<file path="config.mk">
export PLATFORM = sky130hd
export DESIGN_NAME = flv_avc_nal_unit_splitter_top
export DESIGN_NICKNAME = d
export VERILOG_FILES = /design/src/flvnal_pkg.sv /design/src/flvnal_in_stage.sv /design/src/flvnal_core.sv /design/src/flv_avc_nal_unit_splitter_top.sv
export SDC_FILE = /design/constraint.sdc
export NUM_CORES = 1
export LEC_CHECK = 0
export BUFFER_PORTS_ARGS = -buffer_cell sky130_fd_sc_hd__buf_2
export CORE_AREA = 2 2 132 134
export CTS_BUF_LIST = sky130_fd_sc_hd__clkbuf_4
export DETAILED_ROUTE_END_ITERATION = 10
export DIE_AREA = 0 0 134 136
export GPL_TIMING_DRIVEN = 0
export PLACE_DENSITY = 0.76
export SYNTH_ARGS = -nofsm -noshare
export SYNTH_HDL_FRONTEND = slang
export SYNTH_SLANG_ARGS = --single-unit
</file>
<file path="constraint.sdc">
create_clock -name aclk -period 3.63 [get_ports aclk]
set_input_delay 0.1815 -clock aclk [delete_from_list [all_inputs] [get_ports aclk]]
set_output_delay 0.1815 -clock aclk [all_outputs]
set_load 0.01 [all_outputs]
</file>
<file path="src/flvnal_pkg.sv">
// ---------------------------------------------------------------------------
// flvnal_pkg: shared types and constants of the NAL unit splitter
// Word layouts passed into and out of the parser core.
// ---------------------------------------------------------------------------
package flvnal_pkg;

    localparam int unsigned BYTE_W = 8;
    localparam int unsigned LEN_W  = 32;
    localparam int unsigned TS_W   = 32;
    localparam int unsigned LSZ_W  = 3;
    localparam int unsigned HPOS_W = 3;
    localparam int unsigned PCNT_W = 3;

    localparam logic [HPOS_W-1:0] HDR_LEN      = 3'd5;
    localparam logic [BYTE_W-1:0] CODEC_MASK   = 8'h0F;
    localparam logic [BYTE_W-1:0] CODEC_AVC    = 8'd7;
    localparam logic [BYTE_W-1:0] PKT_NALU     = 8'd1;
    localparam logic [LSZ_W-1:0]  LSZ_RESET    = 3'd4;
    localparam logic [LSZ_W-1:0]  LSZ_MIN      = 3'd1;
    localparam logic [LSZ_W-1:0]  LSZ_MAX      = 3'd4;

    typedef struct packed {
        logic [TS_W-1:0]   timestamp;
        logic              message_last;
        logic [BYTE_W-1:0] body_byte;
    } in_word_t;

    typedef struct packed {
        logic [TS_W-1:0]   result_timestamp;
        logic              truncated;
        logic [LEN_W-1:0]  nal_length;
        logic              nal_end;
        logic              nal_start;
        logic              payload_valid;
        logic [BYTE_W-1:0] nal_byte;
    } res_word_t;

endpackage

</file>
<file path="src/flvnal_in_stage.sv">
// ---------------------------------------------------------------------------
// flvnal_in_stage: input word register
// Holds one accepted word until the parser core takes it.
// ---------------------------------------------------------------------------
module flvnal_in_stage (
    input  logic                aclk,
    input  logic                aresetn,
    input  logic                in_valid,
    output logic                in_ready,
    input  flvnal_pkg::in_word_t in_word,
    output logic                hold_valid,
    input  logic                hold_take,
    output flvnal_pkg::in_word_t hold_word
);
    import flvnal_pkg::*;

    logic     valid_reg;
    in_word_t word_reg;

    assign in_ready   = !valid_reg || hold_take;
    assign hold_valid = valid_reg;
    assign hold_word  = word_reg;

    always_ff @(posedge aclk) begin
        if (!aresetn) begin
            valid_reg <= 1'b0;
        end else if (in_ready) begin
            valid_reg <= in_valid;
        end
    end

    always_ff @(posedge aclk) begin
        if (in_valid && in_ready) begin
            word_reg <= in_word;
        end
    end

endmodule

</file>
<file path="src/flvnal_core.sv">
// ---------------------------------------------------------------------------
// flvnal_core: tag header and length-prefix parser with result register
// Updates the parse state per word and registers a result word when one is produced.
// ---------------------------------------------------------------------------
module flvnal_core (
    input  logic                  aclk,
    input  logic                  aresetn,
    input  logic [2:0]            length_size,
    input  logic                  hold_valid,
    output logic                  hold_take,
    input  flvnal_pkg::in_word_t  hold_word,
    output logic                  res_valid,
    input  logic                  res_ready,
    output flvnal_pkg::res_word_t res_word
);
    import flvnal_pkg::*;

    logic [HPOS_W-1:0] hpos_reg, hpos_next;
    logic              split_reg, split_next;
    logic              inpay_reg, inpay_next;
    logic [PCNT_W-1:0] pcnt_reg, pcnt_next;
    logic [LEN_W-1:0]  acc_reg, acc_next;
    logic [LEN_W-1:0]  rem_reg, rem_next;
    logic              out_valid_reg;
    res_word_t         out_word_reg;

    logic              fire;
    logic              produce;
    res_word_t         res_calc;
    logic [LSZ_W-1:0]  lsz;
    logic [PCNT_W-1:0] pcnt_inc;
    logic [LEN_W-1:0]  acc_shift;
    logic              fin;

    assign hold_take = hold_valid && (!out_valid_reg || res_ready);
    assign fire      = hold_take;
    assign res_valid = out_valid_reg;
    assign res_word  = out_word_reg;

    // clamp out-of-range prefix sizes
    always_comb begin
        if (length_size < LSZ_MIN) begin
            lsz = LSZ_MIN;
        end else if (length_size > LSZ_MAX) begin
            lsz = LSZ_MAX;
        end else begin
            lsz = length_size;
        end
    end

    assign pcnt_inc  = pcnt_reg + 3'd1;
    assign acc_shift = {acc_reg[LEN_W-BYTE_W-1:0], hold_word.body_byte};
    assign fin       = (rem_reg <= 32'd1);

    always_comb begin
        hpos_next  = hpos_reg;
        split_next = split_reg;
        inpay_next = inpay_reg;
        pcnt_next  = pcnt_reg;
        acc_next   = acc_reg;
        rem_next   = rem_reg;
        produce    = 1'b0;
        res_calc   = '0;
        res_calc.result_timestamp = hold_word.timestamp;
        if (fire) begin
            if (hpos_reg < HDR_LEN) begin
                if (hpos_reg == 3'd0) begin
                    split_next = (hold_word.body_byte & CODEC_MASK) == CODEC_AVC;
                end else if (hpos_reg == 3'd1) begin
                    split_next = split_reg && (hold_word.body_byte == PKT_NALU);
                end
                hpos_next = hpos_reg + 3'd1;
            end else if (split_reg) begin
                if (!inpay_reg) begin
                    acc_next  = acc_shift;
                    pcnt_next = pcnt_inc;
                    if (pcnt_inc >= lsz) begin
                        pcnt_next = '0;
                        if (acc_shift == '0) begin
                            produce            = 1'b1;
                            res_calc.nal_start = 1'b1;
                            res_calc.nal_end   = 1'b1;
                        end else if (hold_word.message_last) begin
                            produce             = 1'b1;
                            res_calc.nal_start  = 1'b1;
                            res_calc.nal_end    = 1'b1;
                            res_calc.nal_length = acc_shift;
                            res_calc.truncated  = 1'b1;
                        end else begin
                            inpay_next = 1'b1;
                            rem_next   = acc_shift;
                        end
                    end else if (hold_word.message_last) begin
                        produce            = 1'b1;
                        res_calc.nal_end   = 1'b1;
                        res_calc.truncated = 1'b1;
                    end
                end else begin
                    produce                = 1'b1;
                    res_calc.nal_byte      = hold_word.body_byte;
                    res_calc.payload_valid = 1'b1;
                    res_calc.nal_start     = (rem_reg == acc_reg);
                    res_calc.nal_end       = fin || hold_word.message_last;
                    res_calc.nal_length    = acc_reg;
                    res_calc.truncated     = hold_word.message_last && !fin;
                    rem_next               = rem_reg - 32'd1;
                    if (fin) begin
                        inpay_next = 1'b0;
                        rem_next   = '0;
                        acc_next   = '0;
                        pcnt_next  = '0;
                    end
                end
            end
            if (hold_word.message_last) begin
                hpos_next  = '0;
                split_next = 1'b0;
                inpay_next = 1'b0;
                pcnt_next  = '0;
                acc_next   = '0;
                rem_next   = '0;
            end
        end
    end

    always_ff @(posedge aclk) begin
        if (!aresetn) begin
            hpos_reg      <= '0;
            split_reg     <= 1'b0;
            inpay_reg     <= 1'b0;
            pcnt_reg      <= '0;
            acc_reg       <= '0;
            rem_reg       <= '0;
            out_valid_reg <= 1'b0;
        end else begin
            hpos_reg  <= hpos_next;
            split_reg <= split_next;
            inpay_reg <= inpay_next;
            pcnt_reg  <= pcnt_next;
            acc_reg   <= acc_next;
            rem_reg   <= rem_next;
            if (fire) begin
                out_valid_reg <= produce;
            end else if (res_ready) begin
                out_valid_reg <= 1'b0;
            end
        end
    end

    always_ff @(posedge aclk) begin
        if (fire && produce) begin
            out_word_reg <= res_calc;
        end
    end

endmodule

</file>
<file path="src/flv_avc_nal_unit_splitter_top.sv">
// ---------------------------------------------------------------------------
// flv_avc_nal_unit_splitter_top: AVC length-prefixed NAL unit splitter
// Path: an accepted word is held in the input register, then parsed and
// written to the result register, whose valid drives m_tvalid.
// Throughput: one body byte per cycle unless a result word waits on m_tready;
// input and result registers advance together, so words stream back to back.
// Reset: synchronous active-low aresetn clears parse state and valids;
// length_size returns to 4.
// ---------------------------------------------------------------------------
module flv_avc_nal_unit_splitter_top (
    input  logic        aclk,
    input  logic        aresetn,
    // configuration: length_size
    input  logic        cfg_valid,
    output logic        cfg_ready,
    input  logic [2:0]  cfg_data,
    // input words
    input  logic        s_tvalid,
    output logic        s_tready,
    input  logic [39:0] s_tdata,   // [7:0] body_byte, [39:8] timestamp
    input  logic        s_tlast,   // message_last
    // result words
    output logic        m_tvalid,
    input  logic        m_tready,
    output logic [71:0] m_tdata,   // [7:0] nal_byte, [39:8] nal_length,
                                   // [71:40] result_timestamp
    output logic [2:0]  m_tuser,   // [0] payload_valid, [1] nal_start,
                                   // [2] truncated
    output logic        m_tlast    // nal_end
);
    import flvnal_pkg::*;

    logic [LSZ_W-1:0] lsz_reg;
    in_word_t         s_word;
    in_word_t         hold_word;
    logic             hold_valid;
    logic             hold_take;
    res_word_t        res_word;

    // configuration is always taken; the user must apply it only while idle
    assign cfg_ready = 1'b1;

    always_ff @(posedge aclk) begin
        if (!aresetn) begin
            lsz_reg <= LSZ_RESET;
        end else if (cfg_valid && cfg_ready) begin
            lsz_reg <= cfg_data;
        end
    end

    assign s_word.body_byte    = s_tdata[7:0];
    assign s_word.timestamp    = s_tdata[39:8];
    assign s_word.message_last = s_tlast;

    // hold the accepted word until the core can advance it
    flvnal_in_stage u_in_stage (
        .aclk       (aclk),
        .aresetn    (aresetn),
        .in_valid   (s_tvalid),
        .in_ready   (s_tready),
        .in_word    (s_word),
        .hold_valid (hold_valid),
        .hold_take  (hold_take),
        .hold_word  (hold_word)
    );

    // parse header and prefixes, register the result word
    flvnal_core u_core (
        .aclk        (aclk),
        .aresetn     (aresetn),
        .length_size (lsz_reg),
        .hold_valid  (hold_valid),
        .hold_take   (hold_take),
        .hold_word   (hold_word),
        .res_valid   (m_tvalid),
        .res_ready   (m_tready),
        .res_word    (res_word)
    );

    assign m_tdata = {res_word.result_timestamp, res_word.nal_length, res_word.nal_byte};
    assign m_tuser = {res_word.truncated, res_word.nal_start, res_word.payload_valid};
    assign m_tlast = res_word.nal_end;

endmodule
</file>
==> results.yml <==
status:
  status: "finished clean"
worst_setup_path:
  r2r_start: "u_core.pcnt_reg[1]"
  max_stage_delay_ps: 510
  endpoint_kind: "register"
  critPathMaxFanout: 47
  crit_start: "u_core.pcnt_reg[1]"
  path_cells: "ha_1 > xor2_1 > ha_1 > a21o_1 > a31oi_1 > or4_1 > a21o_1 > clkinvlp_4 > buf_12"
  path_buf_inv: 2
  required_ps: 4000
  crit_arrival_ps: 3740
  crit_family: "compound AO/OA/AOI/OAI gates"
  start_kind: "register"
  critPathKind: "register to register"
  crit_slowest_cell: "a31oi_1"
sta:
  report.final.slew_viol_count: 0
  finalHoldViolations: 0
  tightest_slew_ps: 1170
  rsz0062_at_grt: "no"
  relSlewSlack_pct: 21.4
  worst_clock_skew_ps: 24.9
  fin_tns_setup_ps: 0
  finalCritPeriodShare_pct: 92.7
  period_minus_slack_ps: 3360
  finalSetupViolations: 0
  timing.fmax_ghz: 0.297
global_route:
  grt_pass1_vias: 7144
  grt_use_total_pct: 28.0
  antenna_found_initial: 1
  globalRouteOverflowTotal: 0
  grt_pass1_wl_mm: 39.1
  grt_max_degree: 48
die:
  num_rows: 48
  die_h_um: 136
  die_w_um: 134
  start_util_pct: 53.0
  design.die.area_um2: 18200
  pin_count: 128
  core-area_um2: 16900
detailed_routing:
  wl_per_cell_um: 20.7
  first_pass_iters: 7
  drtIter0Drc: 1165
  drc: 0
  drtAntennaViolNets: 0
  viasPerCell: 6.21
  drt_wl_total_mm: 25.7
  num_vias: 7699
power_and_ir_drop:
  peakVddDrop_v: 0.000201
  p_leak_nw: 3.73
  p_per_area_nw_per_um2: 370
place:
  dp_hpwl_mm: 17.0
  place.gp.congestion: 0.972
  io_buffers: 125
layout:
  fillers: 1315
  fin_util_pct: 63.6
  drive_gt1_share_pct: 19.5
  fin_nets: 1059
  largest_register_ffs: 76
  area_growth_pct: 20.0
synthesis:
  ys_ff_latch: 194
  synth_edf_count: 117
  synth_area_leader_cell: "edfxtp_1"
  syn_area_per_cell_um2: 11.1
  ys_async_sr_fraction_pct: 0
  yosysUniqueCellTypes: 65
  syn_nets: 861
  syn_area_um2: 8950
  yosysSeqAreaShare_pct: 56.5
  yosysWarnings: 0
  synth.area.top_cells: "edfxtp_1 (39%), dfxtp_1 (17%), o211ai_1 (6.5%)"
  synth.top_cell.area_share_pct: 39.3
  syn-instance-count: 803
  synthFlopType: "edfxtp_1"
hold_path:
  holdCritStartpoint: "s_tdata[30]"
  hold_class: "input port to register"
clocking:
  clock-sinks: 194
  clk_latency_ps: 630
  clk_pin_slew_worst_paths_ps: 180
  postCtsSetupBuffers: 0
  clock_path_buffers: 2
  root_buffer: "clkbuf_4"
  cts_made_buffers: 17
  cts_max_level: 4
  cts_tree: "yes"
flow_run:
  maxCapViolations: 0
[worst paths after layout]
kind	cells after the start	endpoint	slack, ps
setup reg to reg	9	u_core.res_word[29]	270
setup / recovery	9	u_core.res_word[29]	270
hold / removal	2	u_in_stage.hold_word[31]	260
hold reg to reg	0	u_core.res_word[52]	430
[what timing repair did]
action	4_1_cts	5_1_grt
endpoints found under the setup margin	0	47
hold endpoints to repair	50	0
hold buffers	52	0
gates resized for setup	0	1
[final cells by class]
cell class / instances / area [um2] / area share, %
Timing Repair Buffer: 178 / 1170 / 10.9
Buffer: 88 / 365 / 3.40
Sequential cell: 194 / 5050 / 47.1
Inverter: 27 / 105 / 0.979
Antenna cell: 1 / 2.50 / 0.0233
Tap cell: 225 / 282 / 2.62
Multi-Input combinational cell: 494 / 3430 / 31.9
Clock buffer: 17 / 128 / 1.19
Clock inverter: 15 / 203 / 1.89
Timing Repair inverter: 1 / 7.51 / 0.0699
[Yosys cell counts, types with 8 or more instances]
cell,instances
edfxtp_1,117
dfxtp_1,77
o211ai_1,77
clkbuf_1,65
a21oi_1,47
nor2_1,42
xnor2_1,35
a22o_1,32
inv_1,25
nand2_1,22
nor4_1,21
nor3_1,19
nand4_1,15
clkbuf_2,14
o32ai_1,13
o41ai_1,13
or3_1,13
nand3_1,11
and2_1,10
o31ai_1,10
ha_1,9
or4_1,9
o22ai_1,8
[layout by cell type, fill, tap and decap left out, drive strengths merged, types with 4 or more instances in the layout]
master and n:
a21oi 47, or2 4, clkbuf 96, nand2b 5, nand3 11, o21ai 8, inv 33, o41ai 13
nor2 42, a211oi 7, o211ai 77, and2 10, nand4 15, ha 9, o21a 5, nor2b 4
or3 13, mux2i 6, dlygate4sd3 52, or4 11, nand2 22, o31a 6, buf 135, nor4 22
dfxtp 77, o32ai 16, o2111ai 4, clkinv 7, a22o 32, o22ai 8, xnor2 35, o31ai 10
edfxtp 117, a31oi 4, a31o 4, nor3 19
[worst register-to-register path, stage by stage, from the launching register on]
cell and delay (ps):
dfxtp_1 390, ha_1 160, xor2_1 220, ha_1 290, a21o_1 180, a31oi_1 510
or4_1 260, a21o_1 310, clkinvlp_4 450, buf_12 340
[metal layers]
layer	routed length, um	global-route usage (%)
met5	0	0
met1	10100	37.0
met4	1130	13.3
met2	12000	44.6
met3	2420	5.37
[report_power, final]
group | total (mW) | switching [mW] | leakage [nW] | internal (mW)
Sequential | 2.41 | 0.0303 | 1.66 | 2.38
Combinational | 0.285 | 0.169 | 1.90 | 0.117
Clock | 1.28 | 0.877 | 0.175 | 0.403
Total | 3.97 | 1.08 | 3.73 | 2.89
[per-stage QoR]
step,setup slack [ps],cells,cell area (um2),power [mW],hold slack (ps)
after global placement,-485,1153,9860,2.67,358
after CTS,67.4,1238,10700,3.96,232
after global routing,83.3,1240,10700,4.08,243
final,265,1240,10700,3.97,258
after floorplan,355,803,8950,2.59,280
after detailed placement,89.8,1154,9880,2.68,360
[kinds of logic after synthesis]
group,count (synthesis),synth area share (%)
multiplexers,6,0.671
flip-flops,194,56.5
buffers and inverters,115,5.22
adder cells (fa/ha/maj),9,1.26
AO/OA/AOI/OAI,256,21.3
XOR/XNOR,36,3.52
AND/OR/NAND/NOR,186,11.5
other,1,0.0419
No activity file was read; power rests on OpenSTA's default activity.
